`src/rtl/drmq_pkg.sv`:
```
`timescale 1ns / 1ps
`default_nettype none

package drmq_pkg;

  // Field widths of one rectangle and of the reported count.
  localparam int unsigned CoordW = 8;
  localparam int unsigned RectW  = 4 * CoordW;
  localparam int unsigned PendW  = 4;

  // Configuration register indexes.
  localparam logic CFG_SCREEN_WIDTH  = 1'b0;
  localparam logic CFG_SCREEN_HEIGHT = 1'b1;

  localparam logic CMD_ADD     = 1'b0;
  localparam logic CMD_DEQUEUE = 1'b1;

  localparam logic [CoordW-1:0] ScreenWidthRst  = 8'd80;
  localparam logic [CoordW-1:0] ScreenHeightRst = 8'd25;

  // Packed rectangle as held in the store (x in the low byte).
  typedef struct packed {
    logic [CoordW-1:0] h;
    logic [CoordW-1:0] w;
    logic [CoordW-1:0] y;
    logic [CoordW-1:0] x;
  } rect_t;

  typedef enum logic [5:0] {
    ST_IDLE     = 6'b000001,
    ST_DEQ_RD   = 6'b000010,
    ST_DEQ_DATA = 6'b000100,
    ST_SCAN_RD  = 6'b001000,
    ST_SCAN_CMP = 6'b010000,
    ST_ADD_END  = 6'b100000
  } state_e;

endpackage

`default_nettype wire

```
`src/rtl/drmq_if.sv`:
```
`timescale 1ns / 1ps
`default_nettype none

interface drmq_in_if;
  logic       valid;
  logic       ready;
  logic       cmd;
  logic [7:0] rect_x;
  logic [7:0] rect_y;
  logic [7:0] rect_w;
  logic [7:0] rect_h;
  modport source (output valid, cmd, rect_x, rect_y, rect_w, rect_h, input ready);
  modport sink (input valid, cmd, rect_x, rect_y, rect_w, rect_h, output ready);
endinterface

interface drmq_out_if;
  logic       valid;
  logic       ready;
  logic       found;
  logic       full_update;
  logic [7:0] out_x;
  logic [7:0] out_y;
  logic [7:0] out_w;
  logic [7:0] out_h;
  logic [3:0] pending_count;
  modport source (output valid, found, full_update, out_x, out_y, out_w, out_h,
                  pending_count, input ready);
  modport sink (input valid, found, full_update, out_x, out_y, out_w, out_h,
                pending_count, output ready);
endinterface

interface drmq_cfg_if;
  logic       valid;
  logic       ready;
  logic       index;
  logic [7:0] data;
  modport source (output valid, index, data, input ready);
  modport sink (input valid, index, data, output ready);
endinterface

`default_nettype wire

```
`src/rtl/dirty_rectangle_merge_queue_top.sv`:
```
// A dequeue reads the head in ST_DEQ_RD and ST_DEQ_DATA, but answers straight from idle for
// an empty list or a full update. An add reads and compares each stored entry per pass;
// a merge starts another pass with one entry fewer, and a new entry is written in ST_ADD_END.
// One item is handled at a time: input ready is high only in idle with no result held back.
// Reset: asynchronous, active low; the list is empty, no full update is pending and
// the screen is 80 by 25. Store contents are not cleared and need no clearing pass.
`timescale 1ns / 1ps
`default_nettype none

module dirty_rectangle_merge_queue_top
  import drmq_pkg::*;
#(
  parameter int unsigned MAX_RECTS = 8
) (
  input  wire        clk_i,
  input  wire        rst_ni,
  drmq_in_if.sink    in_i,
  drmq_out_if.source out_o,
  drmq_cfg_if.sink   cfg_i
);

  localparam int unsigned AW = $clog2(MAX_RECTS);
  localparam int unsigned CW = $clog2(MAX_RECTS + 1);
  localparam logic [CW-1:0] MaxCnt = CW'(MAX_RECTS);

  // Configuration registers.
  logic [CoordW-1:0] scr_w_q, scr_h_q;

  assign cfg_i.ready = 1'b1;

  always_ff @(posedge clk_i or negedge rst_ni) begin
    if (!rst_ni) begin
      scr_w_q <= ScreenWidthRst;
      scr_h_q <= ScreenHeightRst;
    end else if (cfg_i.valid) begin
      unique case (cfg_i.index)
        CFG_SCREEN_WIDTH:  scr_w_q <= cfg_i.data;
        CFG_SCREEN_HEIGHT: scr_h_q <= cfg_i.data;
        default:           scr_w_q <= scr_w_q;
      endcase
    end
  end

  // Control state.
  state_e         state_q, state_d;
  logic [CW-1:0]  cnt_q, cnt_d;
  logic           full_q, full_d;
  logic [CW-1:0]  idx_q, idx_d;
  rect_t          cur_q, cur_d;
  rect_t          mrg_q, mrg_d;
  logic           hit_q, hit_d;
  logic [CW-1:0]  hit_pos_q, hit_pos_d;
  logic           ident_q, ident_d;

  // Result holding register and the output register.
  logic           done_q, done_d;
  logic           res_found_q, res_found_d;
  logic           res_full_q, res_full_d;
  rect_t          res_rect_q, res_rect_d;
  logic           ovalid_q;

  // Store and list order.
  logic           ord_drop, ord_insert;
  logic [CW-1:0]  ord_pos;
  logic [AW-1:0]  slot;
  logic           ram_we;
  rect_t          ram_rdata;

  drmq_order #(.MaxRects(MAX_RECTS)) u_order (
    .clk_i    (clk_i),
    .rst_ni   (rst_ni),
    .drop_i   (ord_drop),
    .insert_i (ord_insert),
    .pos_i    (ord_pos),
    .slot_o   (slot)
  );

  drmq_ram #(.Width(RectW), .Depth(MAX_RECTS)) u_ram (
    .clk_i   (clk_i),
    .we_i    (ram_we),
    .waddr_i (slot),
    .wdata_i (cur_q),
    .raddr_i (slot),
    .rdata_o (ram_rdata)
  );

  // Clipping of an incoming rectangle.
  logic [CoordW:0] in_x2, in_y2;
  logic            in_drop;
  rect_t           in_clip;

  always_comb begin
    in_x2   = {1'b0, in_i.rect_x} + {1'b0, in_i.rect_w};
    in_y2   = {1'b0, in_i.rect_y} + {1'b0, in_i.rect_h};
    in_drop = (in_i.rect_w == '0) || (in_i.rect_h == '0) ||
              (in_i.rect_x >= scr_w_q) || (in_i.rect_y >= scr_h_q);
    in_clip.x = in_i.rect_x;
    in_clip.y = in_i.rect_y;
    in_clip.w = (in_x2 > {1'b0, scr_w_q}) ? scr_w_q - in_i.rect_x : in_i.rect_w;
    in_clip.h = (in_y2 > {1'b0, scr_h_q}) ? scr_h_q - in_i.rect_y : in_i.rect_h;
  end

  // Overlap test of the current rectangle against the entry just read,
  // with the bounding box they would merge into.
  logic [CoordW:0] cx2, cy2, ex2, ey2, bx2, by2;
  logic            overlap;
  rect_t           bbox;

  always_comb begin
    cx2 = {1'b0, cur_q.x} + {1'b0, cur_q.w};
    cy2 = {1'b0, cur_q.y} + {1'b0, cur_q.h};
    ex2 = {1'b0, ram_rdata.x} + {1'b0, ram_rdata.w};
    ey2 = {1'b0, ram_rdata.y} + {1'b0, ram_rdata.h};
    overlap = ({1'b0, cur_q.x} < ex2) && ({1'b0, ram_rdata.x} < cx2) &&
              ({1'b0, cur_q.y} < ey2) && ({1'b0, ram_rdata.y} < cy2);
    bbox.x = (ram_rdata.x < cur_q.x) ? ram_rdata.x : cur_q.x;
    bbox.y = (ram_rdata.y < cur_q.y) ? ram_rdata.y : cur_q.y;
    bx2    = (ex2 > cx2) ? ex2 : cx2;
    by2    = (ey2 > cy2) ? ey2 : cy2;
    bbox.w = CoordW'(bx2 - {1'b0, bbox.x});
    bbox.h = CoordW'(by2 - {1'b0, bbox.y});
  end

  logic out_free;
  assign out_free    = !ovalid_q || out_o.ready;
  assign in_i.ready  = (state_q == ST_IDLE) && !done_q;

  always_comb begin
    state_d     = state_q;
    cnt_d       = cnt_q;
    full_d      = full_q;
    idx_d       = idx_q;
    cur_d       = cur_q;
    mrg_d       = mrg_q;
    hit_d       = hit_q;
    hit_pos_d   = hit_pos_q;
    ident_d     = ident_q;
    done_d      = done_q;
    res_found_d = res_found_q;
    res_full_d  = res_full_q;
    res_rect_d  = res_rect_q;
    ord_drop    = 1'b0;
    ord_insert  = 1'b0;
    ord_pos     = idx_q;
    ram_we      = 1'b0;

    // A finished result moves to the output register once it is free.
    if (done_q && out_free) begin
      done_d = 1'b0;
    end

    unique case (state_q)
      ST_IDLE: begin
        if (in_i.valid && in_i.ready) begin
          res_found_d = 1'b0;
          res_full_d  = 1'b0;
          res_rect_d  = '0;
          if (in_i.cmd == CMD_DEQUEUE) begin
            if (cnt_q == '0) begin
              done_d = 1'b1;
            end else if (full_q) begin
              res_found_d = 1'b1;
              res_full_d  = 1'b1;
              full_d      = 1'b0;
              cnt_d       = '0;
              done_d      = 1'b1;
            end else begin
              state_d = ST_DEQ_RD;
            end
          end else if (in_drop || full_q) begin
            done_d = 1'b1;
          end else begin
            cur_d   = in_clip;
            idx_d   = '0;
            hit_d   = 1'b0;
            ident_d = 1'b0;
            state_d = ST_SCAN_RD;
          end
        end
      end
      ST_DEQ_RD: begin
        ord_pos = '0;
        state_d = ST_DEQ_DATA;
      end
      ST_DEQ_DATA: begin
        res_found_d = 1'b1;
        res_rect_d  = ram_rdata;
        ord_pos     = '0;
        ord_drop    = 1'b1;
        cnt_d       = cnt_q - 1'b1;
        done_d      = 1'b1;
        state_d     = ST_IDLE;
      end
      ST_SCAN_RD: begin
        if (idx_q == cnt_q) begin
          if (ident_q) begin
            done_d  = 1'b1;
            state_d = ST_IDLE;
          end else if (hit_q) begin
            // Merge: remove the overlapped entry and scan again.
            ord_pos  = hit_pos_q;
            ord_drop = 1'b1;
            cnt_d    = cnt_q - 1'b1;
            cur_d    = mrg_q;
            idx_d    = '0;
            hit_d    = 1'b0;
          end else begin
            state_d = ST_ADD_END;
          end
        end else begin
          state_d = ST_SCAN_CMP;
        end
      end
      ST_SCAN_CMP: begin
        if (ram_rdata == cur_q) begin
          ident_d = 1'b1;
        end
        if (overlap && !hit_q) begin
          hit_d     = 1'b1;
          hit_pos_d = idx_q;
          mrg_d     = bbox;
        end
        idx_d   = idx_q + 1'b1;
        state_d = ST_SCAN_RD;
      end
      ST_ADD_END: begin
        ord_pos = cnt_q;
        if (cnt_q >= MaxCnt) begin
          cnt_d  = CW'(1);
          full_d = 1'b1;
        end else begin
          ram_we     = 1'b1;
          ord_insert = 1'b1;
          cnt_d      = cnt_q + 1'b1;
        end
        done_d  = 1'b1;
        state_d = ST_IDLE;
      end
      default: state_d = ST_IDLE;
    endcase
  end

  always_ff @(posedge clk_i or negedge rst_ni) begin
    if (!rst_ni) begin
      state_q  <= ST_IDLE;
      cnt_q    <= '0;
      full_q   <= 1'b0;
      done_q   <= 1'b0;
      ovalid_q <= 1'b0;
      hit_q    <= 1'b0;
      ident_q  <= 1'b0;
      idx_q    <= '0;
    end else begin
      state_q <= state_d;
      cnt_q   <= cnt_d;
      full_q  <= full_d;
      done_q  <= done_d;
      hit_q   <= hit_d;
      ident_q <= ident_d;
      idx_q   <= idx_d;
      if (done_q && out_free) begin
        ovalid_q <= 1'b1;
      end else if (out_o.ready) begin
        ovalid_q <= 1'b0;
      end
    end
  end

  always_ff @(posedge clk_i) begin
    cur_q       <= cur_d;
    mrg_q       <= mrg_d;
    hit_pos_q   <= hit_pos_d;
    res_found_q <= res_found_d;
    res_full_q  <= res_full_d;
    res_rect_q  <= res_rect_d;
    if (done_q && out_free) begin
      out_o.found         <= res_found_q;
      out_o.full_update   <= res_full_q;
      out_o.out_x         <= res_rect_q.x;
      out_o.out_y         <= res_rect_q.y;
      out_o.out_w         <= res_rect_q.w;
      out_o.out_h         <= res_rect_q.h;
      out_o.pending_count <= PendW'(cnt_q);
    end
  end

  assign out_o.valid = ovalid_q;

endmodule

`default_nettype wire

```
`src/rtl/drmq_ram.sv`:
```
`timescale 1ns / 1ps
`default_nettype none

module drmq_ram #(
  parameter int unsigned Width = 32,
  parameter int unsigned Depth = 8
) (
  input  wire                      clk_i,
  input  wire                      we_i,
  input  wire  [$clog2(Depth)-1:0] waddr_i,
  input  wire  [Width-1:0]         wdata_i,
  input  wire  [$clog2(Depth)-1:0] raddr_i,
  output logic [Width-1:0]         rdata_o
);

  logic [Width-1:0] mem_q [Depth];

  always_ff @(posedge clk_i) begin
    if (we_i) begin
      mem_q[waddr_i] <= wdata_i;
    end
    rdata_o <= mem_q[raddr_i];
  end

endmodule

`default_nettype wire

```
`src/rtl/drmq_order.sv`:
```
`timescale 1ns / 1ps
`default_nettype none

// List order of the store: a permutation of slot numbers. Positions below
// the entry count are the live list, head first; the rest are free slots.
module drmq_order #(
  parameter int unsigned MaxRects = 8
) (
  input  wire                         clk_i,
  input  wire                         rst_ni,
  input  wire                         drop_i,
  input  wire                         insert_i,
  input  wire  [$clog2(MaxRects+1)-1:0] pos_i,
  output logic [$clog2(MaxRects)-1:0]   slot_o
);

  localparam int unsigned AW = $clog2(MaxRects);

  logic [AW-1:0] ord_q [MaxRects];
  logic [AW-1:0] ord_d [MaxRects];
  logic [AW-1:0] pos;

  assign pos    = pos_i[AW-1:0];
  assign slot_o = ord_q[pos];

  always_comb begin
    for (int j = 0; j < MaxRects; j++) begin
      ord_d[j] = ord_q[j];
    end
    if (drop_i) begin
      // Remove position pos and park its slot at the tail.
      for (int j = 0; j < MaxRects - 1; j++) begin
        if (AW'(j) >= pos) begin
          ord_d[j] = ord_q[j+1];
        end
      end
      ord_d[MaxRects-1] = ord_q[pos];
    end else if (insert_i) begin
      // Take the first free slot (position pos) to the head.
      ord_d[0] = ord_q[pos];
      for (int j = 1; j < MaxRects; j++) begin
        if (AW'(j) <= pos) begin
          ord_d[j] = ord_q[j-1];
        end
      end
    end
  end

  always_ff @(posedge clk_i or negedge rst_ni) begin
    if (!rst_ni) begin
      for (int j = 0; j < MaxRects; j++) begin
        ord_q[j] <= AW'(j);
      end
    end else begin
      for (int j = 0; j < MaxRects; j++) begin
        ord_q[j] <= ord_d[j];
      end
    end
  end

endmodule

`default_nettype wire

```
`src/flat_wrapper.sv`:
```
// flat-port wrapper written by rule: the top's interface ports become plain ports
module dirty_rectangle_merge_queue_top_flat import drmq_pkg::*;
#(
  parameter int unsigned MAX_RECTS = 8
)
  (clk_i, rst_ni, in_i_valid, in_i_cmd, in_i_rect_x, in_i_rect_y, in_i_rect_w, in_i_rect_h, in_i_ready, out_o_valid, out_o_found, out_o_full_update, out_o_out_x, out_o_out_y, out_o_out_w, out_o_out_h, out_o_pending_count, out_o_ready, cfg_i_valid, cfg_i_index, cfg_i_data, cfg_i_ready);
  drmq_in_if in_i_i ();
  drmq_out_if out_o_i ();
  drmq_cfg_if cfg_i_i ();
  input  wire clk_i;
  input  wire rst_ni;
  input wire logic [$bits(in_i_i.valid)-1:0] in_i_valid;
  input wire logic [$bits(in_i_i.cmd)-1:0] in_i_cmd;
  input wire logic [$bits(in_i_i.rect_x)-1:0] in_i_rect_x;
  input wire logic [$bits(in_i_i.rect_y)-1:0] in_i_rect_y;
  input wire logic [$bits(in_i_i.rect_w)-1:0] in_i_rect_w;
  input wire logic [$bits(in_i_i.rect_h)-1:0] in_i_rect_h;
  output wire logic [$bits(in_i_i.ready)-1:0] in_i_ready;
  output wire logic [$bits(out_o_i.valid)-1:0] out_o_valid;
  output wire logic [$bits(out_o_i.found)-1:0] out_o_found;
  output wire logic [$bits(out_o_i.full_update)-1:0] out_o_full_update;
  output wire logic [$bits(out_o_i.out_x)-1:0] out_o_out_x;
  output wire logic [$bits(out_o_i.out_y)-1:0] out_o_out_y;
  output wire logic [$bits(out_o_i.out_w)-1:0] out_o_out_w;
  output wire logic [$bits(out_o_i.out_h)-1:0] out_o_out_h;
  output wire logic [$bits(out_o_i.pending_count)-1:0] out_o_pending_count;
  input wire logic [$bits(out_o_i.ready)-1:0] out_o_ready;
  input wire logic [$bits(cfg_i_i.valid)-1:0] cfg_i_valid;
  input wire logic [$bits(cfg_i_i.index)-1:0] cfg_i_index;
  input wire logic [$bits(cfg_i_i.data)-1:0] cfg_i_data;
  output wire logic [$bits(cfg_i_i.ready)-1:0] cfg_i_ready;
  assign in_i_i.valid = in_i_valid;
  assign in_i_i.cmd = in_i_cmd;
  assign in_i_i.rect_x = in_i_rect_x;
  assign in_i_i.rect_y = in_i_rect_y;
  assign in_i_i.rect_w = in_i_rect_w;
  assign in_i_i.rect_h = in_i_rect_h;
  assign in_i_ready = in_i_i.ready;
  assign out_o_valid = out_o_i.valid;
  assign out_o_found = out_o_i.found;
  assign out_o_full_update = out_o_i.full_update;
  assign out_o_out_x = out_o_i.out_x;
  assign out_o_out_y = out_o_i.out_y;
  assign out_o_out_w = out_o_i.out_w;
  assign out_o_out_h = out_o_i.out_h;
  assign out_o_pending_count = out_o_i.pending_count;
  assign out_o_i.ready = out_o_ready;
  assign cfg_i_i.valid = cfg_i_valid;
  assign cfg_i_i.index = cfg_i_index;
  assign cfg_i_i.data = cfg_i_data;
  assign cfg_i_ready = cfg_i_i.ready;
  dirty_rectangle_merge_queue_top #(.MAX_RECTS(MAX_RECTS)) u_core (.clk_i(clk_i), .rst_ni(rst_ni), .in_i(in_i_i), .out_o(out_o_i), .cfg_i(cfg_i_i));
endmodule
```
`config.mk`:
```
export PLATFORM = sky130hd
export DESIGN_NAME = dirty_rectangle_merge_queue_top_flat
export DESIGN_NICKNAME = d
export VERILOG_FILES = /design/src/rtl/drmq_pkg.sv /design/src/rtl/drmq_if.sv /design/src/rtl/dirty_rectangle_merge_queue_top.sv /design/src/rtl/drmq_ram.sv /design/src/rtl/drmq_order.sv /design/src/flat_wrapper.sv
export SDC_FILE = /design/constraint.sdc
export NUM_CORES = 1
export LEC_CHECK = 0
export BUFFER_PORTS_ARGS = -buffer_cell sky130_fd_sc_hd__buf_2
export CAP_MARGIN = 20
export CORE_UTILIZATION = 50
export DETAILED_ROUTE_END_ITERATION = 12
export GPL_ROUTABILITY_DRIVEN = 0
export PLACE_DENSITY = 0.73
export REMOVE_ABC_BUFFERS = 1
export SLEW_MARGIN = 20
export SYNTH_ARGS = -nofsm -noshare
export SYNTH_HDL_FRONTEND = slang
export SYNTH_SLANG_ARGS = --single-unit
```
`constraint.sdc`:
```
create_clock -name clk_i -period 8.6 [get_ports clk_i]
set_input_delay 1.72 -clock clk_i [delete_from_list [all_inputs] [get_ports clk_i]]
set_output_delay 1.72 -clock clk_i [all_outputs]
set_load 0.02 [all_outputs]
```
Yosys cells after proc, flatten, opt, wreduce, memory -nomap -nowiden:

Memories as Yosys holds them, arrays and structs flattened. A register that Yosys moved wholly into a read port is not among the register bits.
Cells that the tools add are included.

* memories: 1
* register bits: 198
* input port bits: 47
* bits in writable memories: 256

* equality and inequality tests: 31
* $add $sub $neg: 13
* multiplexer cells: 101
* reduce and logical (&&, ||, !) cells: 55
* bitwise operators: 2
* order comparisons: 28

Memory list
* u_core.u_ram.mem_q: depth 8, bits a word 32, read ports 1, clocked after Yosys merged registers in 1, write ports 1, RTL line drmq_ram.sv:16 `logic [Width-1:0] mem_q [Depth];`

Operator list (number)
* $mux W32: 7
* $pmux W32 S2: 2
* $mux W3: 19
* $mux W4: 14
* $add A8 B8 Y9: 6
* $mux W24: 2
* $mux W6: 8
* $mux W8: 6
* $lt A8 B9 Y1: 4
* $eq A32 B32 Y1: 1
* $mux W1: 32
* $sub A8 B8 Y8: 4
* $ne A2 B2 Y1 const B: 13
* $reduce_bool A2 Y1: 13
* $pmux W6 S4: 1
* $reduce_and A7 Y1: 3
* $gt A9 B8 Y1: 2
* $gt A9 B9 Y1: 2
* $reduce_and A3 Y1: 6
* $ge A8 B8 Y1: 2
* $logic_not A8 Y1: 2
* $lt A8 B8 Y1: 2
* $pmux W4 S4: 1
* $reduce_and A5 Y1: 3
* 35 further kinds: 75

Depth between registers and ports, before layout:

* depth after elaboration: 10
* depth in mapped cells: 26
* mapped depth without buffers: 26

Modules after synthesis:

From an unflattened synthesis, not the netlist that was laid out.

* cells, all modules: 1662
* area, all modules: 24073.1 um^2

Modules (own cells, without submodules)
* dirty_rectangle_merge_queue_top: times used 1, area each 12041.5 um^2, cells an instance 1135
* drmq_ram: times used 1, area each 10466.3 um^2, cells an instance 415
* drmq_order: times used 1, area each 1565.3 um^2, cells an instance 112

Least setup slack after synthesis:

No wires, ideal clock.

* kind: register to register
* start point: reg u_core.state_q[0]
* end point: mem u_core.u_ram.mem_q[0][0], enable pin
* slack: 2.416 ns
* library setup time: 0.501 ns
* data required time: 8.099 ns
* stages on the path, launching flop included: 15
* period minus slack after synthesis: 6.184 ns
* buffers on the path: 6
* data arrival time: 5.683 ns
* cells stage by stage: dfstp_2 > nor3_4 > and3_1 > clkbuf_1 > and2_1 > a221o_1 > buf_2 > nor2_1 > nand3_1 > and3_1 > buf_2 > buf_6 > buf_4 > buf_2 > nor4_1

* cells in the longest elaborated chain, start to end: 7
* elaborated cells between the ends (all ways): 13
* those cells by class: 4 x eq/ne; 7 x mux; 1 x bitwise; 1 x reduce/logical

Ends and longest elaborated chain
* from (decl): RTL line dirty_rectangle_merge_queue_top.sv:45 `state_e state_q, state_d;`
* from (signal assigned): RTL line dirty_rectangle_merge_queue_top.sv:254 `state_q <= state_d;`
* $eq A6 B3 Y1 or $eq A6 B2 Y1 (tied branches): RTL line dirty_rectangle_merge_queue_top.sv:152 `unique case (state_q)`
* $reduce_or A2 Y1 (no line)
* $pmux W3 S3: RTL line dirty_rectangle_merge_queue_top.sv:152
* $not A3 Y4 (not written as such): RTL line drmq_order.sv:24 `assign slot_o = ord_q[pos];`
* $bmux W3 S3: RTL line drmq_order.sv:24
* $mux W3 (not written as such) (2 in a row): RTL line drmq_order.sv:24
* to (decl): RTL line drmq_ram.sv:16

Several ways; a longest one is shown, not always the timed one. The select of a mux whose other input is x is not followed.

==> impl_metrics.csv <==
group,metric,value,unit
run_status,status,"finished, violations left",
run_status,violations,"design-rule violations",
critical_path,startpoint_type,"flop",
critical_path,arrival,6.31,ns
cts,cts_tree,"yes",
sta,finalHoldViolations,0,
power_and_ir_drop,total_power,8.793,mW
final_layout,ff_latch_area,0.01400,sq mm
floorplan,rows,80,
synthesis,synthSimpleGateAreaFrac,7.016,%
power_and_ir_drop,p_switching,3.106,mW
sta,worstMarginPinSlew,1.120,ns
cts,cts_resized,0,
final_layout,finalNonFillerCells,2584,
floorplan,start_util,50.56,%
critical_path,crit_fanout,10,
synthesis,yosys-top-cells-area,"edfxtp_1, mux2i_1, ha_1",
synthesis,synthTopCellsByCount,"edfxtp_1, mux2i_1, ha_1, inv_1, nand2_1",
place,port_buffers,86,
critical_path,critPathSlowestCell,"edfxtp_1",
sta,fin_hold_ws,0.4175,ns
sta,max_freq,167.6,MHz
synthesis,yosysWarnings,0,
synthesis,synth_compound_area_share,10.48,%
synthesis,synth_xor_area_share,3.199,%
synthesis,synthMuxAreaShare,8.876,%
floorplan,die_area,0.04906,sq mm
place,placed_cells,2487,
cts,clockRootBuffer,"clkbuf_16",
floorplan,floorplan.die.height,221.5,um
power_and_ir_drop,power.internal,5.687,mW
global_route,antenna_found_initial,1,
drt,drc,1,
cts,cts_hold_buffers,0,
synthesis,ys_seq_area_share,58.11,%
cts,cts_buffers,51,
critical_path,cp_slowest_stage_delay,0.52,ns
critical_path,crit_family,"adder cells",
drt,wl_per_cell,21.21,um
drt,first_iter_violations,1173,
cts,clk_pin_slew,0.07,ns
power_and_ir_drop,comb_power_share,39.6,%
critical_path,worstSetupEndpointType,"flop",
sta,rsz0062_at_grt,"false",
critical_path,path_buf_inv,1,
synthesis,syn_area,0.02409,sq mm
sta,post-route-period-util,69.38,%
sta,final-setup-viol-count,0,
final_layout,drive_above_1_share,13.86,%
final_layout,final_net_count,2133,
synthesis,yosys.area_share.adder,8.829,%
cts,cts_setup_buffers,0,
floorplan,fp.coreArea,0.04765,sq mm
power_and_ir_drop,p_leak,10.35,nW
final_layout,multiInputGateArea,0.009315,sq mm
critical_path,required,8.94,ns
floorplan,boundaryPins,88,
sta,setup_ws,2.633,ns
synthesis,synth_most_common_cell,"edfxtp_1",
floorplan,die_x,221.5,um
place,hpwl,36320,um
drt,drt_wl_total,54800,um
drt,drtPass1Iterations,9,
power_and_ir_drop,seqPwrFrac,35.3,%
drt,vias,14990,
global_route,grt-ovfl-total,0,
synthesis,synth_cells,1828,
sta,slew_headroom,25.34,%
cts,htree_levels,2,
synthesis,synthArstFlopShare,12.14,%
critical_path,crit_type,"flop to flop",
global_route,grt_max_degree,60,
synthesis,ys_ff_latch,486,
synthesis,synth_area_leader_cell,"edfxtp_1",
synthesis,synth_top_family_by_area,"compound AO/OA/AOI/OAI gates",
synthesis,avgSynthCellArea,13.18,sq um
cts,cts.sinks,486,
job,drv_cap,0,
sta,fin_crit,5.967,ns
sta,finalClockSkew,0.01531,ns
drt,vias_per_cell,5.802,
cts,clock_path_buffers,3,
synthesis,synth.distinct_cells,72,
drt,ant_nets,0,
sta,maxSlewViolCount,0,
synthesis,yosysTopAreaCellShare,49.23,%
hold_path,hold_class,"flop to flop",
power_and_ir_drop,ir_drop,0.0002514,V
synthesis,synth_top_flop_cell,"edfxtp_1",
global_route,grt_pass1_vias,14970,
synthesis,synth-edff-count,395,
place,pre_cts_ws,2.677,ns
global_route,grt_usage,22.50,%
power_and_ir_drop,clkPwrFrac,25.0,%
power_and_ir_drop,switching_share,35.33,%
cts,clock_latency,0.60,ns
final_layout,area_growth,11.17,%
global_route,grt_pass1_wl,84580,um
power_and_ir_drop,cellPowerDensity,328.3,mW/mm^2
final_layout,n_antenna_cell,0,
final_layout,nFillCells,3840,
==> worst register-to-register path: stages (launching register included) <==
cell and delay (ns):
edfxtp_1 0.52, ha_1 0.25, inv_1 0.07, fa_1 0.45
nand2b_1 0.15, a21boi_0 0.21, nor2_1 0.08, xor2_1 0.18
ha_1 0.31, nand4_1 0.11, nor2_1 0.10, a211oi_1 0.06
maj3_1 0.37, maj3_1 0.32, o21ai_0 0.08, a31oi_1 0.18
a31oi_2 0.44, mux2i_1 0.35, ha_1 0.31, a21oi_1 0.14
o21ai_0 0.14, a21oi_1 0.17, o21bai_1 0.11, a21o_1 0.19
a21oi_1 0.17, xnor2_1 0.16, xnor2_1 0.09
==> logic make-up (layout without fill, tap and decap cells) <==
kind of cell    after synthesis  in the layout
flops                       486            486
compound gates              354            354
simple gates                349            349
mux                         211            211
buf+inv                     174            315
fa+ha+maj                   165            165
xor+xnor                     88             88
other cells                   1              1
==> registers in the layout, summed over array words and instances, names as in the netlist, 6 cells and up <==
register / flops
u_core.scr_h_q: 8
u_core.out_o.out_x: 8
u_core.cur_q: 32
u_core.res_rect_q: 32
u_core.scr_w_q: 8
u_core.out_o.out_h: 8
u_core.u_ram.mem_q: 256
u_core.u_order.ord_q: 24
u_core.out_o.out_y: 8
u_core.mrg_q: 32
u_core.u_ram.rdata_o: 32
u_core.out_o.out_w: 8
u_core.state_q: 6
==> cell usage in the layout (no fill, tap or decap), types with 14 or more instances in the layout <==
| cell type | synthesis | layout |
|---|---|---|
| a22o_1 | 34 | 34 |
| xnor2_1 | 47 | 47 |
| dfrtp_1 | 41 | 41 |
| mux2_2 | 16 | 16 |
| a21oi_1 | 88 | 88 |
| buf_4 | 6 | 19 |
| dfxtp_1 | 32 | 32 |
| dfstp_2 | 18 | 18 |
| o21ai_0 | 80 | 80 |
| nand4_1 | 18 | 18 |
| clkbuf_16 | 0 | 51 |
| a221oi_2 | 28 | 28 |
| ha_1 | 150 | 150 |
| mux2i_1 | 193 | 193 |
| o21a_1 | 23 | 23 |
| a31oi_1 | 14 | 14 |
| nand2_1 | 113 | 113 |
| nor2b_1 | 19 | 17 |
| edfxtp_1 | 395 | 395 |
| a21o_1 | 24 | 24 |
| nand2b_1 | 21 | 21 |
| buf_2 | 15 | 86 |
| nor2_1 | 90 | 89 |
| xor2_1 | 41 | 41 |
| inv_1 | 113 | 113 |
| and2_1 | 35 | 34 |
==> final cells by class <==
class                      count  share of cell area (%)
multi-input combinational   1168                   34.78
timing repair buffer         106                   2.182
clock inverter                20                  0.7428
clock buffer                  76                   5.564
sequential                   486                   52.27
tap                          615                   2.873
inverter                     113                   1.584
==> stage by stage <==
step                      instance area, sq um  setup TNS (ns)  util, %
final                                    26780               0    56.21
after global routing                     26780               0    56.21
after CTS                                26770               0    56.18
after detailed placement                 25080               0    52.63
after global placement                   25080               0    52.63
after floorplan                          23680         -282.60        -
==> metal layers <==
layer  track usage (%)  up-vias  share of wire [%]
met3             3.711      114                5.9
met2             35.76      502                 46
li1                  -     6999                  -
met4             8.244        2                3.5
met1             31.25     7375                 45
met5                 0        -              0.024
==> path summary, 6_finish.rpt <==
path,from,to,slack [ns],depth (start not counted)
min in group asynchronous,rst_ni,u_core.u_order.ord_q[14],1.28,2
max in group asynchronous,rst_ni,u_core.ident_q,6.80,2
worst max register to register,u_core.cur_q[16],u_core.mrg_q[23],2.63,26
worst min-delay path,u_core.res_rect_q[3],u_core.out_o.out_x[3],0.42,0
worst min register to register,u_core.res_rect_q[3],u_core.out_o.out_x[3],0.42,0
worst max-delay path,u_core.cur_q[16],u_core.mrg_q[23],2.63,26
==> power by group through the flow <==
stage / clock network, mW / logic [mW] / registers, mW
after floorplan: 0 / 2.83 / 3.11
after global routing: 2.33 / 3.86 / 3.13
after detailed placement: 0 / 3.44 / 3.15
final: 2.20 / 3.48 / 3.11
after global placement: 0 / 3.33 / 3.14
after CTS: 2.24 / 3.47 / 3.10
Note: power is estimated with default switching activity, not from simulation.
